[src/utf16_to_utf8_transcoder_defines.svh]
// Assertion macros shared by the UTF-16 to UTF-8 transcoder.
// Standalone header; it is included by the top level.
`ifndef UTF16_TO_UTF8_TRANSCODER_DEFINES_SVH
`define UTF16_TO_UTF8_TRANSCODER_DEFINES_SVH

// The consequent must hold in the same cycle as the antecedent.
`define UTT_ASSERT_SAME(label, clk, rst, ante, cons) \
   label: assert property (@(posedge clk) disable iff (rst) (ante) |-> (cons)) \
      else $error("transcoder check failed");

// The consequent must hold in the cycle after the antecedent.
`define UTT_ASSERT_NEXT(label, clk, rst, ante, cons) \
   label: assert property (@(posedge clk) disable iff (rst) (ante) |=> (cons)) \
      else $error("transcoder check failed");

`endif

[src/utt_pkg.sv]
// Types and constants of the UTF-16 to UTF-8 transcoder.
// No dependencies; the front end, the queue, the back end and the top level import it.
package utt_pkg;

   localparam int UTT_QUEUE_DEPTH = 4;
   localparam int UTT_MAX_BYTES   = 6;
   localparam int UTT_IDX_W       = 3;

   localparam logic [15:0] UTT_ASCII_MASK = 16'hFF80;
   localparam logic [15:0] UTT_TWO_MASK   = 16'hF800;
   localparam logic [15:0] UTT_SURR_MASK  = 16'hFC00;
   localparam logic [15:0] UTT_HIGH_SURR  = 16'hD800;
   localparam logic [15:0] UTT_LOW_SURR   = 16'hDC00;
   localparam logic [20:0] UTT_PLANE_BASE = 21'h10000;

   localparam logic [7:0] UTT_LEAD4 = 8'hF0;
   localparam logic [7:0] UTT_LEAD3 = 8'hE0;
   localparam logic [7:0] UTT_LEAD2 = 8'hC0;
   localparam logic [7:0] UTT_CONT  = 8'h80;

   typedef logic [7:0] byte_type;

   typedef struct packed {
      byte_type [UTT_MAX_BYTES-1:0] bytes;
      logic [UTT_IDX_W-1:0]         last_idx;
      logic                         text_end;
   } job_type;

   typedef struct packed {
      logic valid;
      logic full;
   } queue_status_type;

endpackage

[src/utt_req_if.sv]
// Input channel of the transcoder: one UTF-16 code unit per item.
// No dependencies.
interface utt_req_if;
   logic        valid;
   logic        ready;
   logic [15:0] code_unit;

   modport source (output valid, output code_unit, input ready);
   modport sink (input valid, input code_unit, output ready);
endinterface

[src/utt_rsp_if.sv]
// Result channel of the transcoder: one UTF-8 byte per item.
// No dependencies.
interface utt_rsp_if;
   logic       valid;
   logic       ready;
   logic [7:0] out_byte;
   logic       run_last;
   logic       text_end;

   modport source (output valid, output out_byte, output run_last, output text_end,
                   input ready);
   modport sink (input valid, input out_byte, input run_last, input text_end,
                 output ready);
endinterface

[src/utt_front.sv]
// Front end: accepts code units, tracks a held high surrogate and builds byte jobs.
// Depends on utt_pkg and utt_req_if.
module utt_front (
   input  logic                      clock,
   input  logic                      reset,
   utt_req_if.sink                   req_chan,
   input  utt_pkg::queue_status_type q_stat,
   output utt_pkg::job_type          job,
   output logic                      push
);
   import utt_pkg::*;

   logic       held_valid_ff, held_valid_in;
   logic [9:0] held_high_ff, held_high_in;

   logic [15:0]    unit;
   logic           accept, is_low, is_high, pair;
   logic [20:0]    cp;
   logic [15:0]    flush_unit;
   byte_type [2:0] nb;
   logic [1:0]     nn;
   logic           new_end;
   logic [2:0]     count;

   assign unit           = req_chan.code_unit;
   assign req_chan.ready = !q_stat.full;
   assign accept         = req_chan.valid && !q_stat.full;

   assign is_low     = (unit & UTT_SURR_MASK) == UTT_LOW_SURR;
   assign is_high    = (unit & UTT_SURR_MASK) == UTT_HIGH_SURR;
   assign pair       = held_valid_ff && is_low;
   assign cp         = UTT_PLANE_BASE + {1'b0, held_high_ff, unit[9:0]};
   assign flush_unit = UTT_HIGH_SURR | {6'b0, held_high_ff};

   always_comb begin
      nb      = '0;
      nn      = 2'd0;
      new_end = 1'b0;
      if (unit == 16'h0000) begin
         nn      = 2'd1;
         new_end = 1'b1;
      end else if ((unit & UTT_ASCII_MASK) == 16'h0000) begin
         nb[0] = unit[7:0];
         nn    = 2'd1;
      end else if ((unit & UTT_TWO_MASK) == 16'h0000) begin
         nb[0] = UTT_LEAD2 | {3'b0, unit[10:6]};
         nb[1] = UTT_CONT | {2'b0, unit[5:0]};
         nn    = 2'd2;
      end else if (!is_high) begin
         nb[0] = UTT_LEAD3 | {4'b0, unit[15:12]};
         nb[1] = UTT_CONT | {2'b0, unit[11:6]};
         nb[2] = UTT_CONT | {2'b0, unit[5:0]};
         nn    = 2'd3;
      end
   end

   always_comb begin
      job.bytes    = '0;
      job.text_end = 1'b0;
      count        = 3'd0;
      if (pair) begin
         job.bytes[0] = UTT_LEAD4 | {5'b0, cp[20:18]};
         job.bytes[1] = UTT_CONT | {2'b0, cp[17:12]};
         job.bytes[2] = UTT_CONT | {2'b0, cp[11:6]};
         job.bytes[3] = UTT_CONT | {2'b0, cp[5:0]};
         count        = 3'd4;
      end else if (held_valid_ff) begin
         job.bytes[0] = UTT_LEAD3 | {4'b0, flush_unit[15:12]};
         job.bytes[1] = UTT_CONT | {2'b0, flush_unit[11:6]};
         job.bytes[2] = UTT_CONT | {2'b0, flush_unit[5:0]};
         job.bytes[3] = nb[0];
         job.bytes[4] = nb[1];
         job.bytes[5] = nb[2];
         job.text_end = new_end;
         count        = 3'd3 + {1'b0, nn};
      end else begin
         job.bytes[0] = nb[0];
         job.bytes[1] = nb[1];
         job.bytes[2] = nb[2];
         job.text_end = new_end;
         count        = {1'b0, nn};
      end
      job.last_idx = count - 3'd1;
   end

   assign push = accept && (count != 3'd0);

   always_comb begin
      held_valid_in = held_valid_ff;
      held_high_in  = held_high_ff;
      if (accept) begin
         held_valid_in = !pair && is_high;
         held_high_in  = (!pair && is_high) ? unit[9:0] : 10'd0;
      end
   end

   always_ff @(posedge clock) begin
      if (reset) begin
         held_valid_ff <= 1'b0;
         held_high_ff  <= 10'd0;
      end else begin
         held_valid_ff <= held_valid_in;
         held_high_ff  <= held_high_in;
      end
   end

endmodule

[src/utt_queue.sv]
// Job queue between the front end and the byte serializer.
// Depends on utt_pkg.
module utt_queue #(
   parameter int DEPTH = utt_pkg::UTT_QUEUE_DEPTH
) (
   input  logic                      clock,
   input  logic                      reset,
   input  logic                      push,
   input  utt_pkg::job_type          job_in,
   input  logic                      pop,
   output utt_pkg::job_type          head,
   output utt_pkg::queue_status_type q_stat
);
   import utt_pkg::*;

   localparam int ADDR_W = (DEPTH > 1) ? $clog2(DEPTH) : 1;
   localparam int CNT_W  = $clog2(DEPTH + 1);

   job_type             mem_ff [DEPTH];
   logic [ADDR_W-1:0]   wr_ptr_ff, wr_ptr_in;
   logic [ADDR_W-1:0]   rd_ptr_ff, rd_ptr_in;
   logic [CNT_W-1:0]    count_ff, count_in;
   logic                do_push, do_pop;

   assign q_stat.valid = count_ff != '0;
   assign q_stat.full  = count_ff == CNT_W'(DEPTH);
   assign head         = mem_ff[rd_ptr_ff];

   assign do_push = push && !q_stat.full;
   assign do_pop  = pop && q_stat.valid;

   always_comb begin
      wr_ptr_in = wr_ptr_ff;
      rd_ptr_in = rd_ptr_ff;
      count_in  = count_ff;
      if (do_push) begin
         wr_ptr_in = (wr_ptr_ff == ADDR_W'(DEPTH - 1)) ? '0 : wr_ptr_ff + 1'b1;
      end
      if (do_pop) begin
         rd_ptr_in = (rd_ptr_ff == ADDR_W'(DEPTH - 1)) ? '0 : rd_ptr_ff + 1'b1;
      end
      if (do_push && !do_pop) begin
         count_in = count_ff + 1'b1;
      end else if (do_pop && !do_push) begin
         count_in = count_ff - 1'b1;
      end
   end

   always_ff @(posedge clock) begin
      if (do_push) begin
         mem_ff[wr_ptr_ff] <= job_in;
      end
   end

   always_ff @(posedge clock) begin
      if (reset) begin
         wr_ptr_ff <= '0;
         rd_ptr_ff <= '0;
         count_ff  <= '0;
      end else begin
         wr_ptr_ff <= wr_ptr_in;
         rd_ptr_ff <= rd_ptr_in;
         count_ff  <= count_in;
      end
   end

endmodule

[src/utt_back.sv]
// Back end: sends the bytes of the queue head one per item through an output register.
// Depends on utt_pkg and utt_rsp_if.
module utt_back (
   input  logic                      clock,
   input  logic                      reset,
   input  utt_pkg::job_type          head,
   input  utt_pkg::queue_status_type q_stat,
   output logic                      pop,
   utt_rsp_if.source                 rsp_chan
);
   import utt_pkg::*;

   logic [UTT_IDX_W-1:0] idx_ff, idx_in;
   logic                 valid_ff, valid_in;
   byte_type             byte_ff, byte_in;
   logic                 last_ff, last_in;
   logic                 end_ff, end_in;
   logic                 out_free, fire, at_last;

   assign out_free = !valid_ff || rsp_chan.ready;
   assign fire     = q_stat.valid && out_free;
   assign at_last  = idx_ff == head.last_idx;
   assign pop      = fire && at_last;

   always_comb begin
      idx_in   = idx_ff;
      valid_in = valid_ff && !rsp_chan.ready;
      byte_in  = byte_ff;
      last_in  = last_ff;
      end_in   = end_ff;
      if (fire) begin
         valid_in = 1'b1;
         byte_in  = head.bytes[idx_ff];
         last_in  = at_last;
         end_in   = at_last && head.text_end;
         idx_in   = at_last ? '0 : idx_ff + 1'b1;
      end
   end

   always_ff @(posedge clock) begin
      if (reset) begin
         idx_ff   <= '0;
         valid_ff <= 1'b0;
      end else begin
         idx_ff   <= idx_in;
         valid_ff <= valid_in;
      end
      byte_ff <= byte_in;
      last_ff <= last_in;
      end_ff  <= end_in;
   end

   assign rsp_chan.valid    = valid_ff;
   assign rsp_chan.out_byte = byte_ff;
   assign rsp_chan.run_last = last_ff;
   assign rsp_chan.text_end = end_ff;

endmodule

[src/utf16_to_utf8_transcoder.sv]
// The first byte of a unit passes through the job queue and then the output register.
// Throughput: one byte per cycle while the output is not stalled, set by the output register;
// a unit yields one to six bytes, and a high surrogate alone yields none until the next unit.
// Units are accepted each cycle while the job queue has room.
// Reset clears the held surrogate, the job queue and the valid flag of the output register.
// Depends on utt_pkg, utt_req_if, utt_rsp_if, utt_front, utt_queue and utt_back.
`include "utf16_to_utf8_transcoder_defines.svh"

module utf16_to_utf8_transcoder #(
   parameter int QUEUE_DEPTH = utt_pkg::UTT_QUEUE_DEPTH
) (
   input  logic      clock,
   input  logic      reset,
   utt_req_if.sink   req_chan,
   utt_rsp_if.source rsp_chan
);
   import utt_pkg::*;

   job_type          job, head;
   logic             push, pop;
   queue_status_type q_stat;

   utt_front u_front (
      .clock    (clock),
      .reset    (reset),
      .req_chan (req_chan),
      .q_stat   (q_stat),
      .job      (job),
      .push     (push)
   );

   utt_queue #(
      .DEPTH (QUEUE_DEPTH)
   ) u_queue (
      .clock  (clock),
      .reset  (reset),
      .push   (push),
      .job_in (job),
      .pop    (pop),
      .head   (head),
      .q_stat (q_stat)
   );

   utt_back u_back (
      .clock    (clock),
      .reset    (reset),
      .head     (head),
      .q_stat   (q_stat),
      .pop      (pop),
      .rsp_chan (rsp_chan)
   );

   `UTT_ASSERT_SAME(a_end_is_last, clock, reset, rsp_chan.valid && rsp_chan.text_end, rsp_chan.run_last && rsp_chan.out_byte == 8'h00)
   `UTT_ASSERT_NEXT(a_run_continues, clock, reset, rsp_chan.valid && rsp_chan.ready && !rsp_chan.run_last, rsp_chan.valid)
   `UTT_ASSERT_SAME(a_full_has_head, clock, reset, q_stat.full, q_stat.valid && !req_chan.ready)

endmodule
[src/flat_wrapper.sv]
// flat-port wrapper written by rule: the top's interface ports become plain ports
module utf16_to_utf8_transcoder_flat import utt_pkg::*;
#(
   parameter int QUEUE_DEPTH = utt_pkg::UTT_QUEUE_DEPTH
)
  (clock, reset, req_chan_valid, req_chan_code_unit, req_chan_ready, rsp_chan_valid, rsp_chan_out_byte, rsp_chan_run_last, rsp_chan_text_end, rsp_chan_ready);
  utt_req_if req_chan_i ();
  utt_rsp_if rsp_chan_i ();
  input  logic clock;
  input  logic reset;
  input wire logic [$bits(req_chan_i.valid)-1:0] req_chan_valid;
  input wire logic [$bits(req_chan_i.code_unit)-1:0] req_chan_code_unit;
  output wire logic [$bits(req_chan_i.ready)-1:0] req_chan_ready;
  output wire logic [$bits(rsp_chan_i.valid)-1:0] rsp_chan_valid;
  output wire logic [$bits(rsp_chan_i.out_byte)-1:0] rsp_chan_out_byte;
  output wire logic [$bits(rsp_chan_i.run_last)-1:0] rsp_chan_run_last;
  output wire logic [$bits(rsp_chan_i.text_end)-1:0] rsp_chan_text_end;
  input wire logic [$bits(rsp_chan_i.ready)-1:0] rsp_chan_ready;
  assign req_chan_i.valid = req_chan_valid;
  assign req_chan_i.code_unit = req_chan_code_unit;
  assign req_chan_ready = req_chan_i.ready;
  assign rsp_chan_valid = rsp_chan_i.valid;
  assign rsp_chan_out_byte = rsp_chan_i.out_byte;
  assign rsp_chan_run_last = rsp_chan_i.run_last;
  assign rsp_chan_text_end = rsp_chan_i.text_end;
  assign rsp_chan_i.ready = rsp_chan_ready;
  utf16_to_utf8_transcoder #(.QUEUE_DEPTH(QUEUE_DEPTH)) u_core (.clock(clock), .reset(reset), .req_chan(req_chan_i), .rsp_chan(rsp_chan_i));
endmodule
[config.mk]
export PLATFORM = sky130hd
export DESIGN_NAME = utf16_to_utf8_transcoder_flat
export DESIGN_NICKNAME = d
export VERILOG_FILES = /design/src/utt_pkg.sv /design/src/utt_req_if.sv /design/src/utt_rsp_if.sv /design/src/utt_front.sv /design/src/utt_queue.sv /design/src/utt_back.sv /design/src/utf16_to_utf8_transcoder.sv /design/src/flat_wrapper.sv
export VERILOG_INCLUDE_DIRS = /design/src /design/src/src
export SDC_FILE = /design/constraint.sdc
export NUM_CORES = 1
export LEC_CHECK = 0
export BUFFER_PORTS_ARGS = -buffer_cell sky130_fd_sc_hd__buf_4
export CAP_MARGIN = 20
export CORE_MARGIN = 2
export CORE_UTILIZATION = 45
export CTS_CLUSTER_DIAMETER = 40
export DETAILED_ROUTE_END_ITERATION = 10
export GPL_TIMING_DRIVEN = 0
export HOLD_SLACK_MARGIN = 0.15
export PLACE_DENSITY = 0.58
export SLEW_MARGIN = 20
export SYNTH_ARGS = -nofsm -noshare
export SYNTH_HDL_FRONTEND = slang
export SYNTH_SLANG_ARGS = --single-unit
[constraint.sdc]
create_clock -name clock -period 7.6 [get_ports clock]
set_input_delay 0.38 -clock clock [delete_from_list [all_inputs] [get_ports clock]]
set_output_delay 0.38 -clock clock [all_outputs]
set_load 0.005 [all_outputs]
Word-level counts from Yosys, hierarchy flattened. Memory sizes are Yosys's and may differ from the RTL's. A register that Yosys moved wholly into a read port is not among the register bits. Cells that the tools add are included.

Memories kept: 1. Input bits: 20. Bits in writable memories: 208. Register bits: 32.

$lt $le $gt $ge: 1. Muxes and demuxes: 34. Reductions and logical operators: 25. Add/subtract/negate cells: 8. Equal/unequal tests: 6.

Memories: u_core.u_queue.mem_ff (depth 4, width 52, read ports 1, clocked after memory_dff 1, wr ports 1, RTL line utt_queue.sv:19) `job_type mem_ff [DEPTH];`.

Operators with widths (count): $mux W24 (7); $logic_not A16 Y1 (3); $mux W16 (3); $mux W32 (1); $bmux W8 S3 (1); $mux W8 (3); $add A17 B20 Y21 const A (1); $mux W2 (8); $mux W3 (5); $eq A6 B6 Y1 const B (2); $logic_and A1 B1 Y1 (12); $mux W10 (1); $add A3 B1 Y3 const B (2); $logic_not A1 Y1 (6); $reduce_bool A3 Y1 (2); $sub A3 B1 Y3 const B (2); $mux W1 (5); $add A2 B1 Y2 const B (2); $eq A2 B2 Y1 const B (2); $lt A3 B4 Y1 const B (1); $add A2 B2 Y3 const A (1); $eq A3 B3 Y1 (1); $eq A3 B3 Y1 const B (1); $reduce_bool A2 Y1 (1); $logic_or A1 B1 Y1 (1).

Longest topological paths before layout. Gate-level depths: netlist of run 1.

Depth after elaboration: 15. Depth in mapped cells: 16. Depth with buffers taken out: 16.

Modules after synthesis. A second synthesis of run 1 with hierarchy kept.

Cell total of the unflattened synthesis: 610. Area, all modules: 10356.2 um^2.

Modules (own cells, without submodules): utt_queue (cells each 322, area each 7991.4 um^2, sequential area each 6426.2 um^2, instances 1); utt_front (cells each 213, area each 1455.1 um^2, sequential area each 220.2 um^2, instances 1); utt_back (cells each 75, area each 909.6 um^2, sequential area each 380.4 um^2, instances 1).

Least setup slack after synthesis of run 1. No wires, ideal clock.

Path type: input-to-reg. Start: input req_chan_code_unit[12]. End: memory u_core.u_queue.mem_ff[0][0] (netlist name) (enable). Data required time: 7.190 ns. Slack: 3.560 ns. Cell stages on the path: 11. Path buffers: 0. Arrival: 3.630 ns. Cell sequence: or4_1 -> o21ai_2 -> nand2_1 -> nor2_1 -> ha_1 -> nor2_1 -> a21oi_1 -> ha_1 -> ha_1 -> nor2_1 -> and2_1.

Cells in the longest elaborated chain, start to end: 13.

RTL lines: start, declared (RTL line flat_wrapper.sv:12) `input wire logic [$bits(req_chan_i.code_unit)-1:0] req_chan_code_unit;`; $eq A6 B6 Y1 (RTL line utt_front.sv:30) `assign is_high = (unit & UTT_SURR_MASK) == UTT_HIGH_SURR;`; $mux W2 (RTL line utt_front.sv:49) `end else if (!is_high) begin`; $mux W2 (RTL line utt_front.sv:45) `end else if ((unit & UTT_TWO_MASK) == 16'h0000) begin`; $mux W2 (RTL line utt_front.sv:42) `end else if ((unit & UTT_ASCII_MASK) == 16'h0000) begin`; $mux W2 (RTL line utt_front.sv:39) `if (unit == 16'h0000) begin`; $add A2 B2 Y3 (RTL line utt_front.sv:75) `count = 3'd3 + {1'b0, nn};`; $mux W3 (RTL line utt_front.sv:67) `end else if (held_valid_ff) begin`; $mux W3 (*) (RTL line utt_front.sv:61) `if (pair) begin`; $reduce_bool A3 Y1 (*) (RTL line utt_front.sv:86) `assign push = accept && (count != 3'd0);`; $logic_and A1 B1 Y1 (*) (RTL line utt_front.sv:86); $logic_and A1 B1 Y1 (*) (RTL line utt_queue.sv:29) `assign do_push = push && !q_stat.full;`; named net u_core.u_queue.do_push (RTL line utt_queue.sv:23) `logic do_push, do_pop;`; $mux W1 (*) (RTL line utt_queue.sv:50) `if (do_push) begin`; $mux W1 (implied by the code) (*) (RTL line utt_queue.sv:51) `mem_ff[wr_ptr_ff] <= job_in;`; end, declared (RTL line utt_queue.sv:19).

Mark *: on every way through the listed nets, which the timed path passes. The rest lies on a longest branch.

Final worst setup path of run 1.
Start: input req_chan_code_unit[7]. End: register u_core.u_queue.count_ff[2].

Cells in the longest elaborated chain, start to end: 12.

RTL lines: $logic_not A16 Y1 (RTL line utt_front.sv:42); $mux W2 (RTL line utt_front.sv:42); $mux W2 (*) (RTL line utt_front.sv:39); $add A2 B2 Y3 (RTL line utt_front.sv:75); $mux W3 (*) (RTL line utt_front.sv:67); $mux W3 (*) (RTL line utt_front.sv:61); $reduce_bool A3 Y1 (*) (RTL line utt_front.sv:86); $logic_and A1 B1 Y1 (*) (RTL line utt_front.sv:86); $logic_and A1 B1 Y1 (*) (RTL line utt_queue.sv:29); named net u_core.u_queue.do_push (RTL line utt_queue.sv:23); $logic_not A1 Y1 (RTL line utt_queue.sv:44) `end else if (do_pop && !do_push) begin`; $logic_and A1 B1 Y1 (RTL line utt_queue.sv:44); $reduce_bool A2 Y1 (no source line); end signal, assigned (RTL line utt_queue.sv:63) `count_ff <= count_in;`; end, declared (RTL line utt_queue.sv:22) `logic [CNT_W-1:0] count_ff, count_in;`.

Marked as above. A chain may end at the register's enable or synchronous reset.

==> results of run 1 <==
cell families after synthesis:
| kind of cell | count (synthesis) | synth area share |
|---|---|---|
| simple gates | 136 | 0.0736 |
| fa+ha+maj | 12 | 0.0162 |
| mux | 94 | 0.145 |
| flops | 226 | 0.674 |
| buf+inv | 46 | 0.0228 |
| xor+xnor | 6 | 0.00541 |
| compound gates | 100 | 0.0635 |
per-stage QoR:
| stage | instance area, um2 | util | power, uW | setup WS, ns | std cells |
|---|---|---|---|---|---|
| CTS | 11500 | 0.543 | 3780 | 3.44 | 984 |
| global placement | 10300 | 0.488 | 2300 | 1.87 | 924 |
| floorplan | 9720 | - | 2060 | 3.56 | 620 |
| global route | 11500 | 0.543 | 3900 | 3.08 | 984 |
| detailed placement | 10400 | 0.493 | 2330 | 2.92 | 928 |
| finish | 11500 | 0.543 | 3750 | 3.40 | 984 |
placed cells by master (no fill, tap or decap), drive strengths merged, types with 5 or more instances in the layout:
cell type,Yosys,layout
edfxtp,202,202
clkbuf,15,52
buf,19,52
mux2i,44,44
nor2,40,40
mux4,36,36
o21ai,35,35
nand2,28,28
dfxtp,24,24
a21oi,22,22
inv,12,15
nand3,14,14
a22oi,14,14
mux2,14,14
o22ai,11,11
ha,11,11
and2,11,11
or3,9,9
clkinv,0,7
nand2b,6,6
nor3,6,6
o221ai,5,5
bufinv,0,5
layout make-up:
class / instances / share of cell area
Buffer: 34 / 0.0154
Clock buffer: 37 / 0.0714
Clock inverter: 17 / 0.0204
Inverter: 12 / 0.00393
Multi-Input combinational cell: 348 / 0.258
Sequential cell: 226 / 0.571
Tap cell: 275 / 0.0300
Timing Repair Buffer: 35 / 0.0290
state kept, by name (all words and copies together), names as in the netlist, 2 cells and up, named ones only:
signal                           count
u_core.u_queue.mem_ff              192
u_core.u_front.held_high_ff         10
u_core.u_back.rsp_chan.out_byte      8
u_core.u_back.idx_ff                 3
u_core.u_queue.count_ff              3
u_core.u_queue.rd_ptr_ff             2
u_core.u_queue.wr_ptr_ff             2
critical path, delay by kind of cell:
kind,cells,cell delay [ns]
AOI/OAI and AO/OA,2,0.25
and+or+nand+nor,6,2.10
adders and majority gates,5,1.49
xor gates and xnor gates,1,0.18
buffers and inverters,2,0.23
power by group through the flow:
stage | registers [uW] | clock network, uW | logic [uW]
global route | 1570 | 1530 | 797
CTS | 1560 | 1470 | 743
detailed placement | 1590 | 0 | 741
finish | 1560 | 1460 | 732
floorplan | 1580 | 0 | 473
global placement | 1590 | 0 | 709
per-layer routing:
metal  share of wire  up-vias  wire length, um  GRT usage
met5               0        -                0          0
met4           0.026        0              586     0.0678
met3           0.058       37             1320     0.0343
met2            0.48      177            10900      0.336
met1            0.44     2919            10100      0.299
li1                -     2578                -          -
path summary, 6_finish.rpt:
check | from | to | cells past startpoint
min reg2reg | u_core.u_back.rsp_chan.valid$_SDFF_PP0_ | u_core.u_back.rsp_chan.valid$_SDFF_PP0_ | 2
min | req_chan_code_unit[9] | u_core.u_front.held_high_ff[9]$_SDFFE_PP0P_ | 3
max | req_chan_code_unit[7] | u_core.u_queue.count_ff[2]$_SDFFE_PP0P_ | 16
max reg2reg | u_core.u_front.held_valid_ff$_SDFFE_PP0P_ | u_core.u_queue.count_ff[2]$_SDFFE_PP0P_ | 13
what timing repair did:
action	4_1_cts	5_1_grt
hold buffers	2	0
buffers inserted	0	0
endpoints found under the hold margin	2	0
gates resized for setup	0	0
==> flow_summary_export.csv, run 1 <==
group,metric,value,unit
sta,fin_skew,0.0172,ns
clock_tree,path_clk_slew,0.06,ns
yosys,syn_area_per_cell,15.7,um2
sta,fin_tns_setup,0,ns
sta,setup_viol_count_final,0,
sta,drv_slew,0,
yosys,async_flop_share,0,
sta,fin_crit_sh,0.552,
yosys,ys_seq_elements,226,
setup_path,cp-end-kind,"flop",
sta,max_freq,238,MHz
layout,multiInputGateArea,2960,um2
layout,drive_gt1_frac,0.224,
yosys,yosysUniqueCellTypes,55,
clock_tree,cts_max_level,1,
layout,fillers,1732,
sta,slew-limit-headroom,0.382,
clock_tree,cts_buffers,30,
yosys,netlist_area,9720,um2
layout,antennaDiodeCount,0,
setup_path,crit_fanout,9,
global_routing,grt_pass1_vias,5852,
setup_path,crit_arrival,4.65,ns
pwr,seqPwrFrac,0.416,
setup_path,cp_slowest_cell,"nor4_4",
yosys,synth_largest_area_cell,"edfxtp_1",
setup_path,max_stage_delay,0.52,ns
yosys,syn_inst,620,
floorplan,core,21100,um2
global_routing,overflow,0,
floorplan,start_util,0.461,
yosys,netlist_top_cells_area,"edfxtp_1 62%, mux4_2 8.3%, dfxtp_1 4.9%, mux2i_1 4.5%, o21ai_0 1.6%",
layout,regArea,6550,um2
detailed_routing,drc,0,
yosys,ys.flop_type,"edfxtp_1",
detailed_routing,via_per_inst,5.80,
pwr,internal-power,2780,uW
clock_tree,cts_sinks,226,
pwr,p_leak,0.00391,uW
clock_tree,cts-root-buf,"clkbuf_16",
clock_tree,cts_max_path_buffers,3,
place,gp_congestion,0.935,
outcome,status,"completed",
floorplan,num_rows,53,
pwr,power_per_cell_area,327,nW/um2
setup_path,rrSetupSlack,3.80,ns
sta,hold_ws,0.174,ns
job,drv_cap,0,
setup_path,path_class,"in -> reg",
yosys,synth_edf_count,202,
pwr,irDropWorstVdd,0.196,mV
detailed_routing,vias,5711,
global_routing,track_usage,0.211,
setup_path,cp-start-kind,"primary input",
yosys,ys_seq_area_frac,0.674,
pwr,clkPwrFrac,0.388,
yosys,yosysTopAreaCellShare,0.624,
sta,finalHoldViolCount,0,
yosys,yosysMostFrequentCell,"edfxtp_1",
clock_tree,cts_tree,"yes",
floorplan,ios,32,
sta,rsz0062_at_grt,"no",
pwr,comb_power_share,0.195,
pwr,swShare,0.259,
yosys,ys_top_cells_by_count,"202 x edfxtp_1, 44 x mux2i_1, 40 x nor2_1, 36 x mux4_2, 32 x o21ai_0",
setup_path,required,8.06,ns
global_routing,grt_pass1_wl,35.1,mm
place,dp_hpwl,15.5,mm
global_routing,antenna_found_initial,0,
detailed_routing,drt_wl_total,22.9,mm
place,portBuffers,29,
hold_path,hold_path_class,"in -> reg",
setup_path,crit_chain,"buf_4 > nor4_4 > nand3_1 > nand2_1 > ha_1 > nor2_1 > a21oi_1 > ha_1 > ha_1 > nor2_1 > ha_1 > inv_1 > fa_1 > xor2_1 > or3_1 > a21oi_1",
setup_path,cpMostUsedCell,"ha_1",
global_routing,grt_max_degree,44,
floorplan,dieArea,22800,um2
pwr,p_switching,972,uW
layout,nets,719,
floorplan,fp.dieW,151,um
detailed_routing,drtIter0Drc,477,
yosys,postSynthNetCount,652,
detailed_routing,wl_per_cell,23.3,um
detailed_routing,drtAntennaViolNets,0,
clock_tree,clk_latency,0.54,ns
yosys,ys_warn_count,0,
layout,area_growth,17.9,%
floorplan,fp.dieH,151,um
sta,worstMarginPinSlew,0.924,ns
sta,post-route-min-period,4.20,ns
detailed_routing,drtPass1Iterations,4,
Power figures use the tool's default switching activity.
==> run 2, diff against run 1 <==
PLACE_DENSITY = 0.6   (was 0.58)
clock period = 3.8 ns   (was 7.6 ns; I/O delays follow)
==> run 2 against run 1 <==
Against the previous run:
- largest cell class unchanged
- critical path type unchanged
- sequential power grew 100%
- clock power grew 91%
- sequential cell count is the same
- global-route usage is essentially flat
- largest power group unchanged
==> flow_summary_export.csv, run 2 (same netlist as run 1, synthesis figures left out) <==
group,metric,value,unit
outcome,status,"completed",
layout,area_growth,18.8,%
global_routing,track_usage,0.210,
global_routing,grt_pass1_vias,5961,
setup_path,rrSetupSlack,0.36,ns
pwr,p_leak,0.00395,uW
global_routing,grt_pass1_wl,35.0,mm
floorplan,dieArea,22800,um2
floorplan,ios,32,
sta,post-route-min-period,3.56,ns
setup_path,required,4.26,ns
floorplan,num_rows,53,
setup_path,crit_fanout,7,
global_routing,overflow,0,
clock_tree,cts-root-buf,"clkbuf_16",
detailed_routing,wl_per_cell,23.4,um
pwr,power_per_cell_area,640,nW/um2
floorplan,fp.dieW,151,um
detailed_routing,drtPass1Iterations,6,
sta,rsz0062_at_grt,"no",
detailed_routing,drtIter0Drc,614,
layout,fin_cells,995,
clock_tree,cts_buffers,31,
job,drv_cap,0,
layout,antennaDiodeCount,0,
layout,layout_common_cells,"202 x edfxtp_1, 44 x mux2i_1, 38 x nor2_1",
layout,largest_reg_flops,192,
setup_path,cp-end-kind,"flop",
floorplan,fp.dieH,151,um
detailed_routing,wl_met2,11.2,mm
detailed_routing,drtAntennaViolNets,0,
setup_path,rr_worst_depth,11,
setup_path,path_class,"in -> reg",
place,dp_hpwl,15.2,mm
hold_path,hold_start,"req_chan_code_unit[10]",
detailed_routing,met1Wirelength,9.79,mm
setup_path,r2r_end,"u_core.u_queue.count_ff[2]$_SDFFE_PP0P_",
hold_path,hold_path_class,"in -> reg",
clock_tree,clk_latency,0.54,ns
setup_path,crit_arrival,4.02,ns
clock_tree,cts_max_level,1,
sta,drv_slew,0,
place,gp_congestion,0.947,
clock_tree,cts_tree,"yes",
sta,slew-limit-headroom,0.246,
place,place_ws,-0.718,ns
sta,layout_setup_ws,0.244,ns
detailed_routing,wl_met3,1.55,mm
setup_path,cp-start-kind,"primary input",
hold_path,holdPathEnd,"u_core.u_queue.mem_ff[1][32]$_DFFE_PP_",
sta,fin_crit_sh,0.936,
sta,setup_viol_count_final,0,
floorplan,core,21100,um2
layout,nets,729,
clock_tree,cts_max_path_buffers,3,
detailed_routing,drt_wl_total,23.3,mm
layout,regMostFlops,"u_core.u_queue.mem_ff",
pwr,irDropWorstVdd,0.465,mV
sta,worstMarginPinSlew,1.13,ns
place,placed_cells,927,
layout,layout_commonest_cell,"edfxtp_1",
layout,drive_gt1_frac,0.236,
floorplan,start_util,0.461,
detailed_routing,drc,0,
place,portBuffers,29,
setup_path,rr_startpoint,"u_core.u_front.held_valid_ff$_SDFFE_PP0P_",
clock_tree,path_clk_slew,0.06,ns
sta,fin_tns_setup,0,ns
global_routing,grt_max_degree,49,
detailed_routing,via_per_inst,5.78,
global_routing,antenna_found_initial,0,
sta,hold_ws,0.227,ns
clock_tree,cts_sinks,226,
detailed_routing,vias,5756,
detailed_routing,topRoutingLayerUsed,"met4",
sta,max_freq,281,MHz
layout,utilization,0.547,
sta,finalHoldViolCount,0,
sta,fin_skew,0.0102,ns
hold_path,worstHoldPathCells,3,
-- run 2: cell count changes in the layout (fill, tap and decap cells not counted), sizes merged --
cell | before | now
buf | 52 | 53
bufinv | 5 | 2
clkbuf | 52 | 50
clkinv | 7 | 10
clkinvlp | 2 | 3
dlygate4sd3 | 2 | 12
inv | 15 | 16
-- run 2: worst max-delay path: stages --
cell,delay [ns]
buf_4,0.14
or4_1,0.61
o21ai_2,0.11
nand2_1,0.13
nor2_2,0.22
ha_1,0.27
nor2_1,0.10
a21oi_1,0.10
ha_1,0.24
ha_1,0.28
nor2_4,0.22
ha_1,0.22
inv_1,0.07
fa_1,0.44
xor2_1,0.19
or3_1,0.33
a21oi_1,0.15
-- run 2: worst max path at each step --
stage,from,endpoint,slack (ns)
finish,req_chan_code_unit[12],u_core.u_queue.count_ff[2]$_SDFFE_PP0P_,0.24
global placement,req_chan_code_unit[7],u_core.u_queue.mem_ff[2][13]$_DFFE_PP_,-0.77
floorplan,req_chan_code_unit[12],u_core.u_queue.count_ff[2]$_SDFFE_PP0P_,0.23
CTS,u_core.u_front.held_valid_ff$_SDFFE_PP0P_,u_core.u_queue.count_ff[2]$_SDFFE_PP0P_,0.01
global route,req_chan_code_unit[12],u_core.u_queue.count_ff[2]$_SDFFE_PP0P_,0.04
detailed placement,req_chan_code_unit[7],u_core.u_queue.count_ff[2]$_SDFFE_PP0P_,-0.72
-- run 2: timing repair --
item,in CTS,in global routing
hold endpoints to repair,36,0
pin swaps,0,1
hold buffers,12,0
endpoints found under the setup margin,1,1
setup buffers,0,2
gates resized for setup,2,3
-- run 2: area by class of cell --
type / instances / area [um2]
plain buffers: 32 / 169
repair buffers: 46 / 435
clock buffers: 37 / 830
inverters: 12 / 45.0
flip-flops and latches: 226 / 6550
clock inverters: 19 / 194
well taps: 275 / 344
fillers: 1716 / 9550
multi-input cells: 348 / 2980
-- run 2: per-layer routing --
layer	vias up	GRT usage
li1	2593	-
met1	2895	0.287
met2	216	0.345
met3	52	0.0334
met4	0	0.0762
met5	-	0
-- run 2: stage by stage --
stage,power (uW),cell area (um2)
final,7390,11500
after global routing,7670,11500
after CTS,7440,11500
after detailed placement,4640,10400
after global placement,4580,10300
after floorplan,4110,9720
-- run 2: power breakdown --
part / switching (uW) / internal (uW)
Combinational: 826 / 639
Clock: 1080 / 1710
Sequential: 84.6 / 3040
